`src/launch_control_evaluator_assert.svh`:
```
// assertion macros for the launch control evaluator
`ifndef LAUNCH_CONTROL_EVALUATOR_ASSERT_SVH
`define LAUNCH_CONTROL_EVALUATOR_ASSERT_SVH
`ifndef SYNTHESIS
// property that must hold at every clock edge out of reset
`define LCE_ASSERT(label, prop) \
  label: assert property (@(posedge clk) disable iff (!rst_n) prop) \
    else $error("launch control evaluator: property failed");
// combination that must never be seen
`define LCE_NEVER(label, expr) \
  label: assert property (@(posedge clk) disable iff (!rst_n) !(expr)) \
    else $error("launch control evaluator: forbidden combination");
`else
`define LCE_ASSERT(label, prop)
`define LCE_NEVER(label, expr)
`endif
`endif

```
`src/lce_pkg.sv`:
```
// types and constants of the launch control evaluator
package lce_pkg;

  // field widths
  localparam int RPM_W    = 14;
  localparam int SPEED_W  = 8;
  localparam int THR_W    = 10;
  localparam int CFG_W    = 14;
  localparam int PCT_W    = 7;
  localparam int SKIP_W   = 11;
  localparam int FUEL_W   = 8;
  localparam int SPAN_W   = 15;
  localparam int X_W      = 16;
  localparam int PROD_W   = PCT_W + SPAN_W;
  localparam int SUM_W    = PROD_W + 1;
  localparam int D2_W     = PROD_W + 1;

  // percentages
  localparam logic [PCT_W-1:0]  PCT_MAX   = 7'd100;
  localparam logic [FUEL_W-1:0] FUEL_BASE = 8'd100;

  // control word bit positions
  localparam int CW_EN_BIT     = 2;
  localparam int CW_SPARK_BIT  = 3;
  localparam int CW_FUEL_BIT   = 4;
  localparam int CW_TQ_EN_BIT  = 5;
  localparam int CW_TQ_BTN_BIT = 6;
  localparam int CW_ADDER_LSB  = 7;

  // cut percent fields
  localparam int CUT_FINAL_LSB = 7;

  typedef enum logic [2:0] {
    REG_LAUNCH_RPM     = 3'd0,
    REG_RPM_WINDOW     = 3'd1,
    REG_CORR_END_RPM   = 3'd2,
    REG_CUT_PERCENTS   = 3'd3,
    REG_SPEED_LIMIT    = 3'd4,
    REG_THROTTLE_THR   = 3'd5,
    REG_TORQUE_ARM_RPM = 3'd6,
    REG_CONTROL_WORD   = 3'd7
  } lce_reg_t;

  typedef enum logic [1:0] {
    SRC_SWITCH = 2'd0,
    SRC_CLUTCH = 2'd1,
    SRC_BRAKE  = 2'd2,
    SRC_ALWAYS = 2'd3
  } lce_src_t;

  typedef enum logic [1:0] {
    COND_NOT_MET = 2'd0,
    COND_PRE     = 2'd1,
    COND_LAUNCH  = 2'd2
  } lce_cond_t;

  // flags and results that ride alongside the ratio divider
  typedef struct packed {
    lce_cond_t          cond;
    logic               skip_full;
    logic               skip_div;
    logic               spark_cut;
    logic               fuel_cut;
    logic [FUEL_W-1:0]  fuel_percent;
    logic               source_ok;
    logic               speed_ok;
    logic               throttle_ok;
  } lce_side_t;

  // limit a percentage to 100
  function automatic logic [PCT_W-1:0] clamp_pct(input logic [PCT_W-1:0] p);
    clamp_pct = (p > PCT_MAX) ? PCT_MAX : p;
  endfunction

endpackage

```
`src/launch_control_evaluator.sv`:
```
// launch control evaluator: condition, spark skip ratio, cut flags and fuel multiplier
//
// One engine sample is taken on every clock in which start is high; busy is always
// low. The result appears on the out_ ports for one cycle, marked by out_strobe, and
// samples leave in the order they arrive. Each sample passes through an input
// register, three set-up stages, the skip ratio divider, which settles one quotient
// bit per pipeline stage (RATIO_BITS + 1 stages), and an output register. Results
// cannot be held off, so the receiver must take each one in its strobe cycle.
// Configuration writes take effect at once and belong in idle periods, when no
// sample is in flight.
`include "launch_control_evaluator_assert.svh"

module launch_control_evaluator #(
  parameter int RATIO_BITS = 10
) (
  input  logic                       clk,
  input  logic                       rst_n,
  // configuration
  input  logic                       cfg_we,
  input  logic [2:0]                 cfg_index,
  input  logic [lce_pkg::CFG_W-1:0]  cfg_wdata,
  // sample in
  input  logic                       start,
  output logic                       busy,
  input  logic [lce_pkg::RPM_W-1:0]  in_rpm,
  input  logic [lce_pkg::SPEED_W-1:0] in_speed_kmh,
  input  logic [lce_pkg::THR_W-1:0]  in_throttle,
  input  logic                       in_throttle_valid,
  input  logic                       in_switch_on,
  input  logic                       in_clutch_down,
  input  logic                       in_brake_down,
  // result out
  output logic                       out_strobe,
  output logic [1:0]                 out_condition,
  output logic [lce_pkg::SKIP_W-1:0] out_skip_ratio,
  output logic                       out_spark_cut,
  output logic                       out_fuel_cut,
  output logic [lce_pkg::FUEL_W-1:0] out_fuel_percent,
  output logic                       out_source_ok,
  output logic                       out_speed_ok,
  output logic                       out_throttle_ok
);
  import lce_pkg::*;

  localparam int QW   = RATIO_BITS + 1;
  localparam int NW   = SUM_W + RATIO_BITS + 2;
  localparam int SKW  = (QW > SKIP_W) ? QW : SKIP_W;
  localparam int LAT  = RATIO_BITS + 6;
  localparam logic [SKW-1:0] FULL_EXT = SKW'(1) << RATIO_BITS;
  localparam logic [QW-1:0]  FULL_Q   = QW'(1) << RATIO_BITS;

  // configuration registers
  logic [RPM_W-1:0]   launch_rpm_r;
  logic [RPM_W-1:0]   rpm_window_r;
  logic [RPM_W-1:0]   corr_end_rpm_r;
  logic [CFG_W-1:0]   cut_percents_r;
  logic [SPEED_W-1:0] speed_limit_r;
  logic [THR_W-1:0]   throttle_thr_r;
  logic [RPM_W-1:0]   torque_arm_rpm_r;
  logic [CFG_W-1:0]   control_word_r;

  // configuration write
  always_ff @(posedge clk) begin
    if (!rst_n) begin
      launch_rpm_r     <= 14'd4000;
      rpm_window_r     <= 14'd500;
      corr_end_rpm_r   <= 14'd100;
      cut_percents_r   <= '0;
      speed_limit_r    <= '0;
      throttle_thr_r   <= '0;
      torque_arm_rpm_r <= '0;
      control_word_r   <= 14'd3;
    end else if (cfg_we) begin
      unique case (lce_reg_t'(cfg_index))
        REG_LAUNCH_RPM:     launch_rpm_r     <= cfg_wdata;
        REG_RPM_WINDOW:     rpm_window_r     <= cfg_wdata;
        REG_CORR_END_RPM:   corr_end_rpm_r   <= cfg_wdata;
        REG_CUT_PERCENTS:   cut_percents_r   <= cfg_wdata;
        REG_SPEED_LIMIT:    speed_limit_r    <= cfg_wdata[SPEED_W-1:0];
        REG_THROTTLE_THR:   throttle_thr_r   <= cfg_wdata[THR_W-1:0];
        REG_TORQUE_ARM_RPM: torque_arm_rpm_r <= cfg_wdata;
        REG_CONTROL_WORD:   control_word_r   <= cfg_wdata;
      endcase
    end
  end

  // every cycle takes a sample
  assign busy = 1'b0;

  // input register
  logic               in_vld_r;
  logic [RPM_W-1:0]   rpm_r;
  logic [SPEED_W-1:0] speed_r;
  logic [THR_W-1:0]   thr_r;
  logic               thr_valid_r;
  logic               sw_r;
  logic               clutch_r;
  logic               brake_r;

  always_ff @(posedge clk) begin
    if (!rst_n) begin
      in_vld_r <= 1'b0;
    end else begin
      in_vld_r <= start && !busy;
    end
  end

  always_ff @(posedge clk) begin
    rpm_r       <= in_rpm;
    speed_r     <= in_speed_kmh;
    thr_r       <= in_throttle;
    thr_valid_r <= in_throttle_valid;
    sw_r        <= in_switch_on;
    clutch_r    <= in_clutch_down;
    brake_r     <= in_brake_down;
  end

  // stage 1: gating, rpm condition and interpolation operands
  lce_src_t           src;
  logic               en, spark_en, fuel_en, tq_en, tq_btn;
  logic [PCT_W-1:0]   adder;
  logic signed [X_W-1:0] x_s, x1_s, x2_s, a_s, b_s, span_s;
  logic               tq_override, over;
  logic               src_ok, spd_ok, thr_ok;
  lce_cond_t          rpm_cond, cond;
  logic [SPAN_W-1:0]  a_nxt, b_nxt, span_nxt;
  lce_side_t          side_nxt;

  always_comb begin
    src      = lce_src_t'(control_word_r[1:0]);
    en       = control_word_r[CW_EN_BIT];
    spark_en = control_word_r[CW_SPARK_BIT];
    fuel_en  = control_word_r[CW_FUEL_BIT];
    tq_en    = control_word_r[CW_TQ_EN_BIT];
    tq_btn   = control_word_r[CW_TQ_BTN_BIT];
    adder    = control_word_r[CW_ADDER_LSB +: PCT_W];

    x_s  = $signed({2'b00, rpm_r});
    x1_s = $signed({2'b00, launch_rpm_r}) - $signed({2'b00, rpm_window_r});
    x2_s = $signed({2'b00, launch_rpm_r}) - $signed({2'b00, corr_end_rpm_r});

    // torque reduction button forces not met (switch source, enabled, rpm at or above arm rpm)
    tq_override = (src == SRC_SWITCH) && tq_btn && tq_en && (torque_arm_rpm_r <= rpm_r);

    priority if (tq_override) begin
      rpm_cond = COND_NOT_MET;
    end else if (x_s < x1_s) begin
      rpm_cond = COND_NOT_MET;
    end else if (launch_rpm_r <= rpm_r) begin
      rpm_cond = COND_LAUNCH;
    end else begin
      rpm_cond = COND_PRE;
    end

    unique case (src)
      SRC_SWITCH: src_ok = sw_r;
      SRC_CLUTCH: src_ok = clutch_r;
      SRC_BRAKE:  src_ok = brake_r;
      SRC_ALWAYS: src_ok = 1'b1;
    endcase
    spd_ok = (speed_limit_r == '0) || (speed_limit_r > speed_r);
    thr_ok = thr_valid_r && (throttle_thr_r < thr_r);

    if (!en) begin
      src_ok = 1'b0;
      spd_ok = 1'b0;
      thr_ok = 1'b0;
      cond   = COND_NOT_MET;
    end else begin
      cond = (src_ok && spd_ok && thr_ok) ? rpm_cond : COND_NOT_MET;
    end

    // end points go through the divider as a span of one
    a_s    = x2_s - x_s;
    b_s    = x_s - x1_s;
    span_s = x2_s - x1_s;
    priority if (x_s <= x1_s) begin
      a_nxt    = SPAN_W'(1);
      b_nxt    = '0;
      span_nxt = SPAN_W'(1);
    end else if (x_s >= x2_s) begin
      a_nxt    = '0;
      b_nxt    = SPAN_W'(1);
      span_nxt = SPAN_W'(1);
    end else begin
      a_nxt    = a_s[SPAN_W-1:0];
      b_nxt    = b_s[SPAN_W-1:0];
      span_nxt = span_s[SPAN_W-1:0];
    end

    over = (cond == COND_LAUNCH) && (launch_rpm_r < rpm_r);
    side_nxt.cond         = cond;
    side_nxt.skip_full    = spark_en && (cond == COND_LAUNCH);
    side_nxt.skip_div     = spark_en && (cond == COND_PRE);
    side_nxt.spark_cut    = over && spark_en;
    side_nxt.fuel_cut     = over && fuel_en;
    side_nxt.fuel_percent = FUEL_BASE + ((cond == COND_LAUNCH) ? {1'b0, adder} : '0);
    side_nxt.source_ok    = src_ok;
    side_nxt.speed_ok     = spd_ok;
    side_nxt.throttle_ok  = thr_ok;
  end

  logic              s1_vld_r;
  lce_side_t         s1_side_r;
  logic [SPAN_W-1:0] s1_a_r, s1_b_r, s1_span_r;
  logic [PCT_W-1:0]  s1_pi_r, s1_pf_r;

  always_ff @(posedge clk) begin
    if (!rst_n) begin
      s1_vld_r <= 1'b0;
    end else begin
      s1_vld_r <= in_vld_r;
    end
  end

  always_ff @(posedge clk) begin
    s1_side_r <= side_nxt;
    s1_a_r    <= a_nxt;
    s1_b_r    <= b_nxt;
    s1_span_r <= span_nxt;
    s1_pi_r   <= clamp_pct(cut_percents_r[PCT_W-1:0]);
    s1_pf_r   <= clamp_pct(cut_percents_r[CUT_FINAL_LSB +: PCT_W]);
  end

  // stage 2: weighted products and the scaled span
  logic              s2_vld_r;
  lce_side_t         s2_side_r;
  logic [PROD_W-1:0] s2_pa_r, s2_pb_r, s2_den_r;

  always_ff @(posedge clk) begin
    if (!rst_n) begin
      s2_vld_r <= 1'b0;
    end else begin
      s2_vld_r <= s1_vld_r;
    end
  end

  always_ff @(posedge clk) begin
    s2_side_r <= s1_side_r;
    s2_pa_r   <= PROD_W'(s1_pi_r) * PROD_W'(s1_a_r);
    s2_pb_r   <= PROD_W'(s1_pf_r) * PROD_W'(s1_b_r);
    s2_den_r  <= PROD_W'(PCT_MAX) * PROD_W'(s1_span_r);
  end

  // stage 3: rounded dividend and doubled divisor
  logic [SUM_W-1:0] num_sum;
  assign num_sum = SUM_W'(s2_pa_r) + SUM_W'(s2_pb_r);

  // divider pipeline, one quotient bit per stage, most significant first
  logic            dv_vld_r  [0:RATIO_BITS+1];
  lce_side_t       dv_side_r [0:RATIO_BITS+1];
  logic [QW-1:0]   dv_q_r    [0:RATIO_BITS+1];
  logic [NW-1:0]   dv_rem_r  [0:RATIO_BITS];
  logic [D2_W-1:0] dv_d2_r   [0:RATIO_BITS];

  always_ff @(posedge clk) begin
    if (!rst_n) begin
      dv_vld_r[0] <= 1'b0;
    end else begin
      dv_vld_r[0] <= s2_vld_r;
    end
  end

  always_ff @(posedge clk) begin
    dv_side_r[0] <= s2_side_r;
    dv_q_r[0]    <= '0;
    dv_rem_r[0]  <= NW'({num_sum, {(RATIO_BITS + 1){1'b0}}}) + NW'(s2_den_r);
    dv_d2_r[0]   <= {s2_den_r, 1'b0};
  end

  for (genvar k = 0; k <= RATIO_BITS; k++) begin : g_div
    localparam int BIT = RATIO_BITS - k;
    logic [NW-1:0] dsh;
    logic          ge;
    logic [QW-1:0] q_nxt;

    // trial subtract of the divisor at this bit weight
    always_comb begin
      dsh        = NW'(dv_d2_r[k]) << BIT;
      ge         = dv_rem_r[k] >= dsh;
      q_nxt      = dv_q_r[k];
      q_nxt[BIT] = ge;
    end

    always_ff @(posedge clk) begin
      if (!rst_n) begin
        dv_vld_r[k+1] <= 1'b0;
      end else begin
        dv_vld_r[k+1] <= dv_vld_r[k];
      end
    end

    always_ff @(posedge clk) begin
      dv_side_r[k+1] <= dv_side_r[k];
      dv_q_r[k+1]    <= q_nxt;
    end

    if (k < RATIO_BITS) begin : g_rem
      always_ff @(posedge clk) begin
        dv_rem_r[k+1] <= ge ? (dv_rem_r[k] - dsh) : dv_rem_r[k];
        dv_d2_r[k+1]  <= dv_d2_r[k];
      end
    end
  end

  // output register, ratio selected by condition
  lce_side_t      fin_side;
  logic [QW-1:0]  skip_q;
  logic [SKW-1:0] skip_ext;

  always_comb begin
    fin_side = dv_side_r[RATIO_BITS+1];
    priority if (fin_side.skip_full) begin
      skip_q = FULL_Q;
    end else if (fin_side.skip_div) begin
      skip_q = dv_q_r[RATIO_BITS+1];
    end else begin
      skip_q = '0;
    end
    skip_ext = SKW'(skip_q);
  end

  logic              out_strobe_r;
  logic [1:0]        out_condition_r;
  logic [SKIP_W-1:0] out_skip_ratio_r;
  logic              out_spark_cut_r, out_fuel_cut_r;
  logic [FUEL_W-1:0] out_fuel_percent_r;
  logic              out_source_ok_r, out_speed_ok_r, out_throttle_ok_r;

  always_ff @(posedge clk) begin
    if (!rst_n) begin
      out_strobe_r <= 1'b0;
    end else begin
      out_strobe_r <= dv_vld_r[RATIO_BITS+1];
    end
  end

  always_ff @(posedge clk) begin
    out_condition_r    <= fin_side.cond;
    out_skip_ratio_r   <= skip_ext[SKIP_W-1:0];
    out_spark_cut_r    <= fin_side.spark_cut;
    out_fuel_cut_r     <= fin_side.fuel_cut;
    out_fuel_percent_r <= fin_side.fuel_percent;
    out_source_ok_r    <= fin_side.source_ok;
    out_speed_ok_r     <= fin_side.speed_ok;
    out_throttle_ok_r  <= fin_side.throttle_ok;
  end

  assign out_strobe       = out_strobe_r;
  assign out_condition    = out_condition_r;
  assign out_skip_ratio   = out_skip_ratio_r;
  assign out_spark_cut    = out_spark_cut_r;
  assign out_fuel_cut     = out_fuel_cut_r;
  assign out_fuel_percent = out_fuel_percent_r;
  assign out_source_ok    = out_source_ok_r;
  assign out_speed_ok     = out_speed_ok_r;
  assign out_throttle_ok  = out_throttle_ok_r;

  // checks
  `LCE_ASSERT(a_fixed_latency, (start && !busy) |-> ##LAT out_strobe)
  `LCE_ASSERT(a_cond_gated, (out_strobe && (out_condition != COND_NOT_MET)) |-> (out_source_ok && out_speed_ok && out_throttle_ok))
  `LCE_NEVER(a_spark_cut_full, out_strobe && out_spark_cut && (out_skip_ratio != FULL_EXT[SKIP_W-1:0]))

endmodule
```
`config.mk`:
```
export PLATFORM = sky130hd
export DESIGN_NAME = launch_control_evaluator
export DESIGN_NICKNAME = d
export VERILOG_FILES = /design/src/lce_pkg.sv /design/src/launch_control_evaluator.sv
export VERILOG_INCLUDE_DIRS = /design/src /design/src/src
export SDC_FILE = /design/constraint.sdc
export NUM_CORES = 2
export LEC_CHECK = 0
export BUFFER_PORTS_ARGS = -buffer_cell sky130_fd_sc_hd__clkbuf_2
export CAP_MARGIN = 5
export CELL_PAD_IN_SITES_DETAIL_PLACEMENT = 2
export CELL_PAD_IN_SITES_GLOBAL_PLACEMENT = 2
export CORE_ASPECT_RATIO = 0.9
export CORE_UTILIZATION = 37
export CTS_CLUSTER_SIZE = 10
export DETAILED_ROUTE_END_ITERATION = 10
export PLACE_DENSITY = 0.76
export SLEW_MARGIN = 20
export SYNTH_ARGS = -nofsm -noshare
export SYNTH_HDL_FRONTEND = slang
export SYNTH_SLANG_ARGS = --single-unit
```
`constraint.sdc`:
```
create_clock -name clk -period 5.99 [get_ports clk]
set_input_delay 0.2995 -clock clk [delete_from_list [all_inputs] [get_ports clk]]
set_output_delay 0.2995 -clock clk [all_outputs]
set_load 0.05 [all_outputs]
```
==> results.py <==
metrics = {
    "global_route": {
        "gr-usage-all-layers_pct": 22.8,
        "grt_pass1_wl_mm": 257,
        "antenna_found_initial": 2,
        "grt_pass1_vias": 45426,
        "grt_overflow": 0,
        "grt_max_degree": 109,
    },
    "yosys": {
        "synthTopCellsByCount": "dfxtp_1 (1119), nand2_1 (640), inv_1 (614)",
        "synth_cell_types": 91,
        "synth_seq_cells": 1119,
        "syn_nets": 6256,
        "yosys-top-cells-area": "dfxtp_1 (43%), ha_1 (12%), fa_1 (5.9%), nand2_1 (4.6%), inv_1 (4.4%)",
        "yosysTopAreaCell": "dfxtp_1",
        "synth_edf_count": 0,
        "yosysWarningCount": 0,
        "synth.top_cell.area_share_pct": 42.7,
        "ys_seq_area_share_pct": 42.7,
        "synth.most_common_cell": "dfxtp_1",
        "synth_flop_cell": "dfxtp_1",
        "synth_area_sq_um": 52400,
        "async_flop_share_pct": 0,
        "synthCells": 5560,
        "syn_avg_cell_area_sq_um": 9.43,
    },
    "route": {
        "avgViaCountPerCell": 5.19,
        "ant_nets": 0,
        "avgRoutedWirePerCell_microns": 21.0,
        "wirelength_mm": 161,
        "vias": 39799,
        "drc": 0,
        "first_iter_violations": 1370,
        "dr.pass1.iters": 5,
    },
    "worst_setup_path": {
        "cp_slowest_cell": "fa_1",
        "cp-startpoint": "s1_pi_r[3]",
        "critPathMaxStageDelay_ps": 630,
        "cp.depth": 16,
        "critical_path_required_ps": 6670,
        "r2r_slack_ps": 270,
        "r2r_cells": 16,
        "critPathMostFrequentCell": "fa_1",
        "crit_buf_inv": 2,
        "arrival_ps": 6400,
        "path_cells": "buf_4, nand2_1, fa_1, inv_1, fa_1, fa_1, fa_1, ha_1, a21oi_1, o21bai_1, a21oi_1, o21ai_0, o21ai_0, o311ai_0, a21oi_1, xnor2_1",
        "cp_top_family": "adder cells",
        "cp-start-kind": "flop",
        "reg2reg_from": "s1_pi_r[3]",
        "r2r_end": "s2_pa_r[20]",
        "crit_path_end": "s2_pa_r[20]",
        "critPathMaxFanout": 11,
        "crit_type": "reg -> reg",
        "critPathCaptureType": "flop",
    },
    "cts": {
        "clk_pin_slew_ps": 70,
        "cts_tree": "done",
        "htreeDepth": 4,
        "cts_buffers": 138,
        "clk_latency_ps": 810,
        "cts_setup_buffers": 0,
        "cts.sinks": 1119,
        "root_buffer": "clkbuf_16",
        "cts_buffer_depth": 3,
    },
    "pwr": {
        "swShare_pct": 38.7,
        "pwr-share-seq_pct": 33.9,
        "p_comb_share_pct": 40.6,
        "peakVddDrop_mv": 0.292,
        "p_leak_nw": 26.4,
        "cellPowerDensity_nw_per_um2": 523,
        "power.switching_w": 0.0121,
        "p_clk_share_pct": 25.5,
        "internal-power_w": 0.0192,
    },
    "timing": {
        "finalCriticalPeriod_ps": 5720,
        "rsz0062_at_grt": "no",
        "fin_tns_setup_ps": 0,
        "maxSlewViolCount": 0,
        "worst_slew_pin_slew_ps": 1110,
        "slew_headroom_pct": 26.2,
        "clock_skew_ps": 70.2,
        "setup_viol": 0,
        "fmax_mhz": 175,
        "final_hold_viol_count": 0,
        "min_period_over_period_pct": 95.5,
    },
    "floorplan": {
        "die_w_microns": 399,
        "coreArea_sq_um": 140000,
        "io_pins": 85,
        "die_area_sq_um": 143000,
        "start_util_pct": 37.4,
        "die_h_microns": 359,
        "rows": 130,
    },
    "outcome": {
        "status": "finished, final reports clean",
    },
    "worst_hold_path": {
        "hold_depth": 4,
        "hp-class": "in -> reg",
    },
    "job": {
        "max_cap_violations": 0,
    },
    "finish": {
        "area_growth_syn_to_layout_pct": 14.1,
        "final_layout_size_suffix_gt1_share_pct": 6.55,
        "final_util_pct": 42.7,
        "nNetsFinal": 6452,
    },
    "placement": {
        "post-dp-hpwl_mm": 122,
        "io_buffers": 83,
        "place_congestion": 0.870,
    },
}
-- metrics by stage --
step	power (W)	hold slack (ps)	std cells	worst slack, ps	area (sq um)
2_1_floorplan	0.0196	310	5560	991	52400
3_3_place_gp	0.0227	310	7411	619	55000
3_5_place_dp	0.0233	313	7411	340	55000
4_1_cts	0.0316	40.8	7662	42.2	59800
5_1_grt	0.0335	117	7663	58.3	59800
6_report	0.0313	99.5	7666	270	59800
-- flip-flops by register name (all words and copies together) (netlist names), 10 cells and up --
signal,flops
dv_rem_r,353
s2_den_r,20
s1_side_r,17
torque_arm_rpm_r,14
rpm_window_r,14
s1_span_r,15
thr_r,10
dv_d2_r,159
control_word_r,14
s1_a_r,15
out_skip_ratio,11
launch_rpm_r,14
s2_pa_r,22
dv_vld_r,12
cut_percents_r,14
s2_side_r,17
s1_b_r,15
throttle_thr_r,10
corr_end_rpm_r,14
dv_q_r,66
dv_side_r,204
s2_pb_r,22
rpm_r,14
-- cells by family (layout without fill, tap and decap cells) --
family                   after synthesis  after routing  synth area share [%]
AND/OR/NAND/NOR                     1572           1572                  14.2
AO/OA/AOI/OAI                       1124           1124                  13.8
flip-flops                          1119           1119                  42.7
buffers and inverters                727            981                  5.29
adder cells (fa/ha/maj)              645            645                  17.6
XOR/XNOR                             334            334                  5.59
multiplexers                          38             38                 0.788
other                                  1              5               0.00715
-- cell type report --
| type | count | area (sq um) |
|---|---|---|
| fillers | 14860 | 80200 |
| multi-input cells | 3714 | 27300 |
| flip-flops and latches | 1119 | 22400 |
| clock buffers | 171 | 3720 |
| inverters | 616 | 2310 |
| well taps | 1848 | 2310 |
| repair buffers | 167 | 1180 |
| clock inverters | 27 | 576 |
| diodes | 4 | 10.0 |
-- cells in the final DEF, fill, tap and decap left out, drive strengths merged, types with 44 or more instances in the layout --
master / instances
dfxtp: 1119
ha: 484
and2: 103
nand4: 56
nor2b: 58
a21o: 113
o21bai: 47
o31ai: 51
a21oi: 303
nor2: 318
a211oi: 44
nor3: 97
o21ai: 251
fa: 155
xor2: 130
nand3: 73
dlygate4sd3: 53
nand2: 640
a21boi: 120
o21a: 50
inv: 620
xnor2: 204
clkbuf: 254
-- repair_timing --
item,4_1_cts,5_1_grt
endpoints found under the hold margin,124,0
resized for setup,1,4
setup endpoints to repair,2,3
pin swaps,0,0
hold buffers,53,0
-- per-layer routing --
layer	GRT usage (%)	routed length (microns)	vias up
met5	0	0	-
met4	7.29	4630	0
met3	2.96	4240	269
met2	42.3	84200	501
met1	26.8	68200	19986
li1	-	-	19043
-- power by group through the flow --
stage / clock, W / combinational (W) / sequential (W)
2_1_floorplan: 0 / 0.00948 / 0.0101
3_3_place_gp: 0 / 0.0120 / 0.0107
3_5_place_dp: 0 / 0.0125 / 0.0108
4_1_cts: 0.00819 / 0.0128 / 0.0106
5_1_grt: 0.00850 / 0.0142 / 0.0108
6_report: 0.00797 / 0.0127 / 0.0106
-- worst min-delay path by stage --
stage | from | end
after floorplan | dv_q_r[0][21] | dv_q_r[0][32]
final | cfg_index[1] | speed_limit_r[3]
after CTS | cfg_index[1] | speed_limit_r[3]
after global placement | s2_side_r[7] | dv_side_r[0][7]
after global routing | in_speed_kmh[5] | speed_r[5]
after detailed placement | dv_side_r[0][16] | dv_side_r[1][16]
-- tightest hold or removal path, delay by kind of cell --
kind	cells	cell delay, ps
buffers and inverters	1	190
and+or+nand+nor	2	290
AOI/OAI and AO/OA	1	70
Power figures use the tool's default switching activity.
